`src/design/rag_pkg.sv`:
```
package rag_pkg;
	localparam int FIELD_WIDTH = 64;
	localparam int DEN_WIDTH = 63;
	localparam int STATUS_WIDTH = 2;

	localparam logic [STATUS_WIDTH-1:0] ST_OK = 2'd0;
	localparam logic [STATUS_WIDTH-1:0] ST_OVF = 2'd1;
	localparam logic [STATUS_WIDTH-1:0] ST_ZDEN = 2'd2;

	// datapath operations
	localparam logic [2:0] OP_LOAD = 3'd0;
	localparam logic [2:0] OP_MUL1 = 3'd1;
	localparam logic [2:0] OP_MUL2 = 3'd2;
	localparam logic [2:0] OP_MUL3 = 3'd3;
	localparam logic [2:0] OP_ADD = 3'd4;
	localparam logic [2:0] OP_DIVSTART = 3'd5;
	localparam logic [2:0] OP_DIVSTEP = 3'd6;
	localparam logic [2:0] OP_COMMIT = 3'd7;

	// division purpose
	localparam logic [1:0] DV_GCD = 2'd0;
	localparam logic [1:0] DV_NUM = 2'd1;
	localparam logic [1:0] DV_DEN = 2'd2;

	typedef struct packed {
		logic       en;
		logic [2:0] op;
		logic [1:0] dv;
	} rag_cmd_t;

	typedef struct packed {
		logic zden;
		logic ovf;
		logic ps_zero;
		logic div_done;
		logic rem_zero;
		logic mul_done;
	} rag_stat_t;
endpackage

```
`src/design/rag_ctrl.sv`:
```
module rag_ctrl import rag_pkg::*; (
	input  logic                    clk,
	input  logic                    arst_n,
	input  logic                    in_valid,
	output logic                    in_stall,
	output logic                    in_take,
	output logic                    out_valid,
	input  logic                    out_stall,
	output logic [STATUS_WIDTH-1:0] status,
	output rag_cmd_t                cmd,
	input  rag_stat_t               stat
);
	localparam logic [3:0] S_IDLE = 4'd0;
	localparam logic [3:0] S_CHK = 4'd1;
	localparam logic [3:0] S_M1 = 4'd2;
	localparam logic [3:0] S_M2 = 4'd3;
	localparam logic [3:0] S_M3 = 4'd4;
	localparam logic [3:0] S_ADD = 4'd5;
	localparam logic [3:0] S_DST = 4'd6;
	localparam logic [3:0] S_DRUN = 4'd7;
	localparam logic [3:0] S_DFIN = 4'd8;
	localparam logic [3:0] S_OUT = 4'd9;
	localparam logic [3:0] S_FIN = 4'd10;

	logic [3:0] state_q, state_d;
	logic [1:0] dv_q, dv_d;
	logic [STATUS_WIDTH-1:0] status_q, status_d;

	assign in_stall = (state_q != S_IDLE);
	assign in_take = in_valid && !in_stall;
	assign out_valid = (state_q == S_OUT);
	assign status = status_q;

	always_comb begin
		state_d = state_q;
		dv_d = dv_q;
		status_d = status_q;
		cmd = '{en: 1'b0, op: OP_LOAD, dv: dv_q};
		case (state_q)
			S_IDLE: if (in_take) state_d = S_CHK;
			S_CHK: begin
				cmd.en = 1'b1; cmd.op = OP_LOAD;
				if (stat.zden) begin
					status_d = ST_ZDEN; state_d = S_OUT;
				end else state_d = S_M1;
			end
			S_M1: begin
				cmd.en = 1'b1; cmd.op = OP_MUL1;
				if (stat.mul_done) state_d = S_M2;
			end
			S_M2: begin
				cmd.en = 1'b1; cmd.op = OP_MUL2;
				if (stat.mul_done) state_d = S_M3;
			end
			S_M3: begin
				cmd.en = 1'b1; cmd.op = OP_MUL3;
				if (stat.mul_done) state_d = S_ADD;
			end
			S_ADD: begin
				cmd.en = 1'b1; cmd.op = OP_ADD;
				dv_d = DV_GCD; state_d = S_FIN;
			end
			S_FIN: begin
				if (stat.ovf) begin
					status_d = ST_OVF; state_d = S_OUT;
				end else if (stat.ps_zero) begin
					cmd.en = 1'b1; cmd.op = OP_COMMIT; cmd.dv = DV_DEN;
					status_d = ST_OK; state_d = S_OUT;
				end else state_d = S_DST;
			end
			S_DST: begin cmd.en = 1'b1; cmd.op = OP_DIVSTART; state_d = S_DRUN; end
			S_DRUN: begin
				cmd.en = 1'b1; cmd.op = OP_DIVSTEP;
				if (stat.div_done) begin
					cmd.en = 1'b0; state_d = S_DFIN;
				end
			end
			S_DFIN: begin
				cmd.en = 1'b1; cmd.op = OP_COMMIT;
				case (dv_q)
					DV_GCD: begin
						// remainder zero: divisor is the gcd
						if (stat.rem_zero) dv_d = DV_NUM;
						state_d = S_DST;
					end
					DV_NUM: begin dv_d = DV_DEN; state_d = S_DST; end
					default: begin status_d = ST_OK; state_d = S_OUT; end
				endcase
			end
			S_OUT: if (!out_stall) state_d = S_IDLE;
			default: state_d = S_IDLE;
		endcase
	end

	always_ff @(posedge clk or negedge arst_n) begin
		if (!arst_n) begin
			state_q <= S_IDLE;
			dv_q <= DV_GCD;
			status_q <= ST_OK;
		end else begin
			state_q <= state_d;
			dv_q <= dv_d;
			status_q <= status_d;
		end
	end

`ifndef ASSERT_OFF
	a_no_take_busy: assert property (@(posedge clk) disable iff (!arst_n)
		in_stall |-> !in_take) else $error("item taken while busy");
	a_out_after_take: assert property (@(posedge clk) disable iff (!arst_n)
		in_take |=> !out_valid) else $error("result without work");
	a_status_code: assert property (@(posedge clk) disable iff (!arst_n)
		out_valid |-> (status == ST_OK || status == ST_OVF || status == ST_ZDEN))
		else $error("bad status");
`endif
endmodule
```
`config.mk`:
```
export PLATFORM = sky130hd
export DESIGN_NAME = rag_ctrl
export DESIGN_NICKNAME = d
export VERILOG_FILES = /design/src/design/rag_pkg.sv /design/src/design/rag_ctrl.sv
export SDC_FILE = /design/constraint.sdc
export NUM_CORES = 1
export LEC_CHECK = 0
export ABC_AREA = 1
export BUFFER_PORTS_ARGS = -buffer_cell sky130_fd_sc_hd__clkbuf_2
export CAP_MARGIN = 20
export CORE_MARGIN = 2
export CORE_UTILIZATION = 44
export DETAILED_ROUTE_END_ITERATION = 12
export PLACE_DENSITY = 0.81
export SYNTH_ARGS = -nofsm -noshare
export SYNTH_HDL_FRONTEND = slang
export SYNTH_SLANG_ARGS = --single-unit
```
`constraint.sdc`:
```
create_clock -name clk -period 1.15 [get_ports clk]
set_input_delay 0.115 -clock clk [delete_from_list [all_inputs] [get_ports clk]]
set_output_delay 0.115 -clock clk [all_outputs]
set_load 0.1 [all_outputs]
```
==> key figures, run 1 <==
Synthesis
  – #FFs+latches synth: 8
  – Syn Area/Cell: 6.06 µm²
  – Mapped cell area: 673 µm²
  – Post-synthesis cell type count: 20
  – Ys Warns: 0
  – Syn nets: 121
  – Seq/Total Area, Yosys: 29.7%
  – Post-Synthesis Cells: 111

Floorplanning
  – Die width: 43.1 µm
  – Total I/O pin count: 21
  – Die H: 43.1 µm
  – Rows: 14
  – Initial Util: 45.7%

Clocking
  – Clk buf depth: 2
  – Total CTS buffers: 3
  – Max H-tree Level: 1
  – Clock sinks: 8
  – CTS root buf: clkbuf_4

Outcome
  – Err: [ERROR DPL-0038] Utilization greater than 100%, impossible to legalize
  – Status: aborted with a tool error
  – Stage where the flow stopped: 5_1_grt

GRT
  – Pin count of the biggest net entering global routing: 9

Placement
  – Port bufs: 20
  – HPWL Detailed: 2130 µm
  – GP Congestion: 0.942

Timing
  – Worst endpoint type: top-level output
  – GR repair worst EP: cmd[5]
repair_timing:
item | 4_1_cts
endpoints found under the setup margin | 17
hold buffers | 1
setup buffers | 5
gates resized for setup | 12
cloned | 0
hold endpoints to repair | 8
pin swaps | 4
stage by stage:
step                      util [%]  hold slack, ns  setup slack [ns]  area [µm²]  cells
after global placement        88.1         -0.0383            -0.297        1300    171
after detailed placement      88.1         -0.0350            -0.356        1300    171
after CTS                     95.4           0.121            -0.570        1400    180
after floorplan                  -          -0.181            -0.385         818    111
synthesized netlist by cell type:
cell / count / area [µm²]
a21oi_1: 2 / 10.0
a31oi_1: 2 / 12.5
dfrtp_1: 8 / 200
inv_1: 18 / 67.6
inv_2: 1 / 3.75
nand2_1: 39 / 146
nand2_2: 3 / 18.8
nand3_1: 8 / 40.0
nand3_2: 1 / 10.0
nand4_1: 3 / 18.8
nor2_1: 13 / 48.8
nor2_2: 4 / 25.0
nor2_4: 1 / 11.3
nor3_1: 1 / 5.00
nor3b_2: 1 / 12.5
o2111ai_1: 2 / 17.5
o21ai_0: 1 / 5.00
o21ai_1: 1 / 5.00
o21ai_2: 1 / 8.76
o22ai_1: 1 / 6.26
logic make-up after synthesis:
kind of cell	Yosys count	share of synthesized area (%)
AOI/OAI and AO/OA	10	9.67
buffers and inverters	19	10.6
DFF	8	29.7
and+or+nand+nor	74	50.0
==> inputs of run 2 (changes only) <==
--- a/config.mk
+++ b/config.mk
@@ -8,10 +8,10 @@
 export ABC_AREA = 1
 export BUFFER_PORTS_ARGS = -buffer_cell sky130_fd_sc_hd__clkbuf_2
 export CAP_MARGIN = 20
-export CORE_MARGIN = 2
-export CORE_UTILIZATION = 44
+export CORE_AREA = 2 2 63 65
 export DETAILED_ROUTE_END_ITERATION = 12
-export PLACE_DENSITY = 0.81
+export DIE_AREA = 0 0 65 67
+export PLACE_DENSITY_LB_ADDON = 0.15
 export SYNTH_ARGS = -nofsm -noshare
 export SYNTH_HDL_FRONTEND = slang
 export SYNTH_SLANG_ARGS = --single-unit
==> constraint.sdc (replaced) <==
create_clock -name clk -period 1.5 [get_ports clk]
set_input_delay 0.15 -clock clk [delete_from_list [all_inputs] [get_ports clk]]
set_output_delay 0.15 -clock clk [all_outputs]
set_load 0.1 [all_outputs]
==> run 2 against run 1 <==
Against the previous run: the flow now finishes, with violations (setup timing); synthesized cell count stayed put; area after synthesis unchanged.
==> key figures, run 2 <==
Synthesis
  – Primary FF master, synth: dfrtp_1
  – Post-Synthesis Cells: 111 (unchanged)
  – Yosys top cell by area: dfrtp_1
  – Yosys top cell area share: 29.7% (unchanged)
  – Top cells by area, synth: dfrtp_1, nand2_1, inv_1
  – Post-synth ARST share: 100% (unchanged)
  – Seq/Total Area, Yosys: 29.7% (unchanged)
  – Syn Area/Cell: 6.06 µm² (unchanged)
  – EDFF count, synth: 0 (unchanged)
  – Cell with the most instances after synthesis: nand2_1
  – #FFs+latches synth: 8 (unchanged)
  – Syn nets: 121 (unchanged)
  – Synth cell count leaders: nand2_1, inv_1, nor2_1, dfrtp_1, nand3_1
  – Post-synthesis cell type count: 20 (unchanged)
  – Mapped cell area: 673 µm² (unchanged)
  – Ys Warns: 0 (unchanged)

Clocking
  – Clk buf depth: 2 (unchanged)
  – CTS root buf: clkbuf_8
  – Worst-path clk slew: 0.04 ns
  – Clk Latency, worst-skew pair: 0.22 ns
  – Clock sinks: 8 (unchanged)
  – CTS tree: yes
  – Max H-tree Level: 1 (unchanged)
  – Total CTS buffers: 3 (unchanged)

GRT
  – Grt ovf: 0
  – Vias in the first global route: 891
  – GRT Util Overall: 11.6%
  – First-pass GRT wire length: 3920 µm
  – Initial antenna violation count: 0
  – Pin count of the biggest net entering global routing: 9

Floorplanning
  – Die H: 67 µm (+55%)
  – Rows: 22 (+8)
  – Initial Util: 18.7% (-27 points)
  – Core area: 0.00361 mm²
  – Die width: 65 µm (+51%)
  – Total I/O pin count: 21 (unchanged)
  – Die Area: 0.00436 mm²

Timing
  – RSZ-0062 raised after global routing: true
  – Upper clock frequency limit: 0.597 GHz
  – Setup ws final: -0.175 ns
  – Slew @ Worst Pin: 0.539 ns
  – Minimum clock period: 1.68 ns
  – Skew final: 0.00480 ns
  – Slew headroom: 64.2%
  – Fin crit share: 112%
  – Hold Fails Final Rpt: 0
  – Final Max Slew Viols: 0
  – Finish-stage setup viols: 12

Detailed routing
  – WL final: 2380 µm
  – DRC errors left: 0
  – Pre-Repair DR Iteration Count: 4
  – Vias/cell: 4.20
  – Initial DRC Count: 17
  – Post-route ant nets: 0
  – Vias: 912
  – Average wire per cell in the routed design: 11.0 µm

Worst setup path
  – R2R cell count: 12
  – WS Path Type: reg2out
  – Slowest CP cell: dfrtp_1
  – WP buf/inv: 4
  – R2r setup slk: -0.09 ns
  – Critical Path Start Type: flop
  – Max incr delay on CP: 0.41 ns
  – Critical path, cell by cell: inv_2 -> nand2_4 -> nor2_4 -> nand3_2 -> buf_4 -> buf_6 -> o2111ai_4 -> buf_12
  – RR Endpoint: state_q[3]$_DFFE_PN0P_
  – Crit end category: primary output
  – Top Family by Delay on Critical Path: buffers and inverters
  – Worst path arrival time: 1.53 ns
  – Worst reg2reg startpoint: state_q[2]$_DFFE_PN0P_
  – CP Data Required Time: 1.35 ns
  – Maximum fanout along the worst path: 4

Final layout
  – Commonest non-fill, non-tap cells in the layout: nand2_1, buf_4, inv_1, clkbuf_2, buf_6
  – Commonest non-fill, non-tap cell in the layout: nand2_1
  – Fin util: 41.3%
  – Nets@finish: 180
  – Biggest register: state_q
  – Share of cells above drive strength 1: 56.2%
  – Max reg flops: 4
  – Ant. Diodes: 0
  – Area Growth Syn to Fin: 121%

Hold path
  – HP Start: stat[4]
  – WHS Endpoint: status[0]$_DFFE_PN0P_
  – Hold path depth: 3
  – Tightest Hold Check Type: in2reg

Outcome
  – Failing checks: setup timing
  – Status: finished with violations

Placement
  – Port bufs: 20 (unchanged)
  – HPWL Detailed: 1840 µm (-14%)
  – GP Congestion: 0.830 (-12%)

Flow run
  – Max-cap violations: 0
run 2: cell counts after synthesis:
No cell type changed its count.
run 2: through the flow:
stage / std cells / area [µm²] / hold slack, ns / setup WS (ns) / TNS, ns
after detailed placement: 197 / 1180 / 0.00667 / -0.0213 / -0.0213
after global routing: 217 / 1490 / 0.215 / -0.264 / -2.60
after CTS: 213 / 1390 / 0.189 / -0.189 / -1.08
after global placement: 197 / 1180 / 0.00721 / -0.0358 / -0.0417
after floorplan: 111 / 754 / -0.146 / -0.172 / -0.530
final: 217 / 1490 / 0.197 / -0.175 / -1.55
run 2: layer usage:
metal  up-vias  track usage [%]  part of all wire [%]
li1        467                -                     -
met2        10             20.7                    55
met3         6             1.18                   1.8
met5         -                0                     0
met4         0             5.59                   2.1
met1       429             13.8                    41
run 2: worst register-to-register path, cell delays in order, from the launching register on:
cell     delay (ns)
dfrtp_2        0.43
buf_6          0.13
nor2_4         0.13
buf_6          0.12
buf_4          0.10
buf_4          0.10
nand3_1        0.07
nand2_1        0.10
inv_1          0.05
nand2_2        0.08
nor2_4         0.05
nand2_1        0.06
nand2_1        0.06
run 2: kinds of logic (layout without fill, tap and decap cells):
| group | after synthesis | count (layout) | share of synthesized area, % |
|---|---|---|---|
| simple gates | 74 | 74 | 50.0 |
| buf+inv | 19 | 77 | 10.6 |
| compound gates | 10 | 10 | 9.67 |
| flops | 8 | 8 | 29.7 |
run 2: worst max path at each step:
stage,startpoint,to,cells past startpoint
detailed placement,state_q[3]$_DFFE_PN0P_,cmd[5],6
CTS,state_q[2]$_DFFE_PN0P_,cmd[3],8
finish,state_q[0]$_DFFE_PN0P_,cmd[3],8
global route,state_q[2]$_DFFE_PN0P_,cmd[5],7
global placement,state_q[3]$_DFFE_PN0P_,cmd[5],6
floorplan,state_q[1]$_DFFE_PN0P_,in_take,3
run 2: cell type report:
class	instances	area [µm²]
clock buffers	4	45.0
fillers	374	2120
inverters	19	71.3
multi-input cells	84	578
flip-flops and latches	8	204
well taps	48	60.1
repair buffers	54	531
run 2: timing repair:
action	4_1_cts	5_1_grt
setup buffers	11	5
resized for setup	21	16
endpoints found under the hold margin	8	0
pin swaps	8	16
endpoints found under the setup margin	8	14
hold buffers	1	0
Power of run 2 is not shown: default switching activity piles up to over one toggle a cycle in this logic, so the estimate is an artifact.
==> inputs of run 3 (changes only) <==
--- a/config.mk
+++ b/config.mk
@@ -11,6 +11,7 @@
 export CORE_AREA = 2 2 63 65
 export DETAILED_ROUTE_END_ITERATION = 12
 export DIE_AREA = 0 0 65 67
+export MAX_ROUTING_LAYER = met4
 export PLACE_DENSITY_LB_ADDON = 0.15
 export SYNTH_ARGS = -nofsm -noshare
 export SYNTH_HDL_FRONTEND = slang
==> run 3 against run 2 <==
Against the previous run: the run still ends with setup timing left; setup slack improved by 0.0019 ns; critical path depth did not move; design area fell by 2.4%; maximum frequency rose by 0.11%; sequential share of layout area rose by 0.33 points; core utilization fell by 0.97 points; non-clock buffer count fell by 3; clock-buffer cell count did not move; via count fell by 2.6%; highest routed layer unchanged.
==> key figures, run 3 (synthesis results as in run 2) <==
Outcome
  – Status: finished with violations
  – Failing checks: setup timing

GRT
  – Vias in the first global route: 890 (-0.11%)
  – Initial antenna violation count: 0 (unchanged)
  – First-pass GRT wire length: 3940 µm (+0.51%)
  – Pin count of the biggest net entering global routing: 9 (unchanged)
  – Grt ovf: 0 (unchanged)
  – GRT Util Overall: 12.0% (+0.34 points)

Timing
  – Minimum clock period: 1.67 ns (-0.00189 ns)
  – Finish-stage setup viols: 12 (unchanged)
  – Upper clock frequency limit: 0.598 GHz (+0.11%)
  – Fin crit share: 112% (-0.13 points)
  – Slew headroom: 64.2% (unchanged)
  – Slew @ Worst Pin: 0.539 ns (unchanged)
  – RSZ-0062 raised after global routing: true
  – Skew final: 0.00498 ns (+0.000182 ns)
  – Setup_tns: -1.62 ns (-0.0616 ns)
  – Final Max Slew Viols: 0 (unchanged)
  – Setup ws final: -0.174 ns (+0.00189 ns)
  – Hold Fails Final Rpt: 0 (unchanged)

Worst setup path
  – Critical Path Start Type: flop
  – Critical path, cell by cell: inv_2 -> nand2_4 -> nor2_4 -> nand3_2 -> buf_4 -> buf_6 -> o2111ai_4 -> buf_12
  – CP Data Required Time: 1.35 ns (about the same)
  – Max incr delay on CP: 0.41 ns (about the same)
  – Maximum fanout along the worst path: 4 (unchanged)
  – Slowest CP cell: dfrtp_1
  – Worst path arrival time: 1.52 ns (about the same)
  – WS Path Type: reg2out
  – Crit path launch: state_q[0]$_DFFE_PN0P_
  – Worst reg2reg startpoint: state_q[2]$_DFFE_PN0P_
  – Crit end category: primary output

Final layout
  – Ant. Diodes: 0 (unchanged)
  – Area Growth Syn to Fin: 116%
  – Commonest non-fill, non-tap cell in the layout: nand2_1
  – Commonest non-fill, non-tap cells in the layout: nand2_1, buf_4, inv_1, clkbuf_2, buf_12
  – Layout fillers: 376 (+0.53%)
  – Share of cells above drive strength 1: 55.4% (-0.79 points)
  – Multi-input gate area: 561 µm² (-3.0%)
  – Max reg flops: 4 (unchanged)
  – Nets@finish: 177 (-1.7%)
  – Biggest register: state_q
  – Fin util: 40.3% (-0.97 points)
  – Register area: 204 µm² (unchanged)

Clocking
  – CTS root buf: clkbuf_8
  – Clock sinks: 8 (unchanged)
  – Clk buf depth: 2 (unchanged)
  – Clk Latency, worst-skew pair: 0.22 ns (about the same)
  – Worst-path clk slew: 0.04 ns (about the same)
  – CTS tree: yes
  – Total CTS buffers: 3 (unchanged)
  – Max H-tree Level: 1 (unchanged)

Hold path
  – HP Start: out_stall
  – Tightest Hold Check Type: in2reg

Flow run
  – Max-cap violations: 0 (unchanged)

Detailed routing
  – Pre-Repair DR Iteration Count: 4 (unchanged)
  – Vias/cell: 4.15 (-1.3%)
  – DRC errors left: 0 (unchanged)
  – Post-route ant nets: 0 (unchanged)
  – Initial DRC Count: 9 (-8)
  – WL final: 2280 µm (-4.5%)
  – Vias: 888 (-2.6%)
  – Average wire per cell in the routed design: 10.6 µm (-3.2%)

Floorplanning
  – Die Area: 0.00436 mm² (unchanged)
  – Die H: 67 µm (unchanged)
  – Total I/O pin count: 21 (unchanged)
  – Die width: 65 µm (unchanged)
  – Initial Util: 18.7% (unchanged)
  – Core area: 0.00361 mm² (unchanged)
  – Rows: 22 (unchanged)

Placement
  – GP Congestion: 0.842 (+1.5%)
  – HPWL Detailed: 1840 µm (unchanged)
  – Port bufs: 20 (unchanged)
  – Pre-CTS WS: -0.0213 ns (unchanged)
[run 3: cell count changes in the layout (fill, tap and decap cells not counted), sizes merged]
cell	before	now
buf	42	39
[run 3: worst max-delay path, delay by kind of cell (launching register included)]
family	cells	cell delay, ns
AOI/OAI and AO/OA	1	0.06
and+or+nand+nor	3	0.25
buffers and inverters	4	0.57
DFF	1	0.41
[run 3: timing repair]
| action | 4_1_cts | 5_1_grt |
|---|---|---|
| resized for setup | 21 | 11 |
| setup endpoints to repair | 8 | 14 |
| hold buffers | 1 | 0 |
| pin swaps | 8 | 10 |
| setup buffers | 11 | 2 |
| hold endpoints to repair | 8 | 0 |
[run 3: path summary, 6_finish.rpt]
kind,to,slack [ns],depth (start not counted)
setup / recovery,cmd[3],-0.17,8
hold / removal,state_q[3]$_DFFE_PN0P_,0.20,3
setup reg to reg,state_q[3]$_DFFE_PN0P_,-0.12,12
hold reg to reg,status[1]$_DFFE_PN0P_,0.49,2
max in group asynchronous,state_q[1]$_DFFE_PN0P_,1.01,2
min in group asynchronous,state_q[2]$_DFFE_PN0P_,0.30,2
[run 3: final cells by class]
| type | instances | area share (%) |
|---|---|---|
| Clock buffer | 4 | 3.10 |
| Inverter | 19 | 4.91 |
| Multi-Input combinational cell | 84 | 38.6 |
| Sequential cell | 8 | 14.0 |
| Tap cell | 48 | 4.13 |
| Timing Repair Buffer | 51 | 35.3 |
[run 3: routing by layer]
metal  up-vias  track usage (%)  routed length [µm]  part of all wire, %
met2        10             20.6                1210                   53
met5         -                -                   0                    0
li1        462                -                   -                    -
met1       410             14.1                 967                   42
met4         0             5.59                  51                  2.2
met3         6             1.18                  43                  1.9
[run 3: metrics by stage]
| stage | area [µm²] | hold WS (ns) | std cells |
|---|---|---|---|
| 3_5_place_dp | 1180 | 0.00667 | 197 |
| 6_report | 1450 | 0.197 | 214 |
| 4_1_cts | 1390 | 0.189 | 213 |
| 2_1_floorplan | 754 | -0.146 | 111 |
| 3_3_place_gp | 1180 | 0.00721 | 197 |
| 5_1_grt | 1450 | 0.211 | 214 |
Power of run 3 is left out for the same reason.
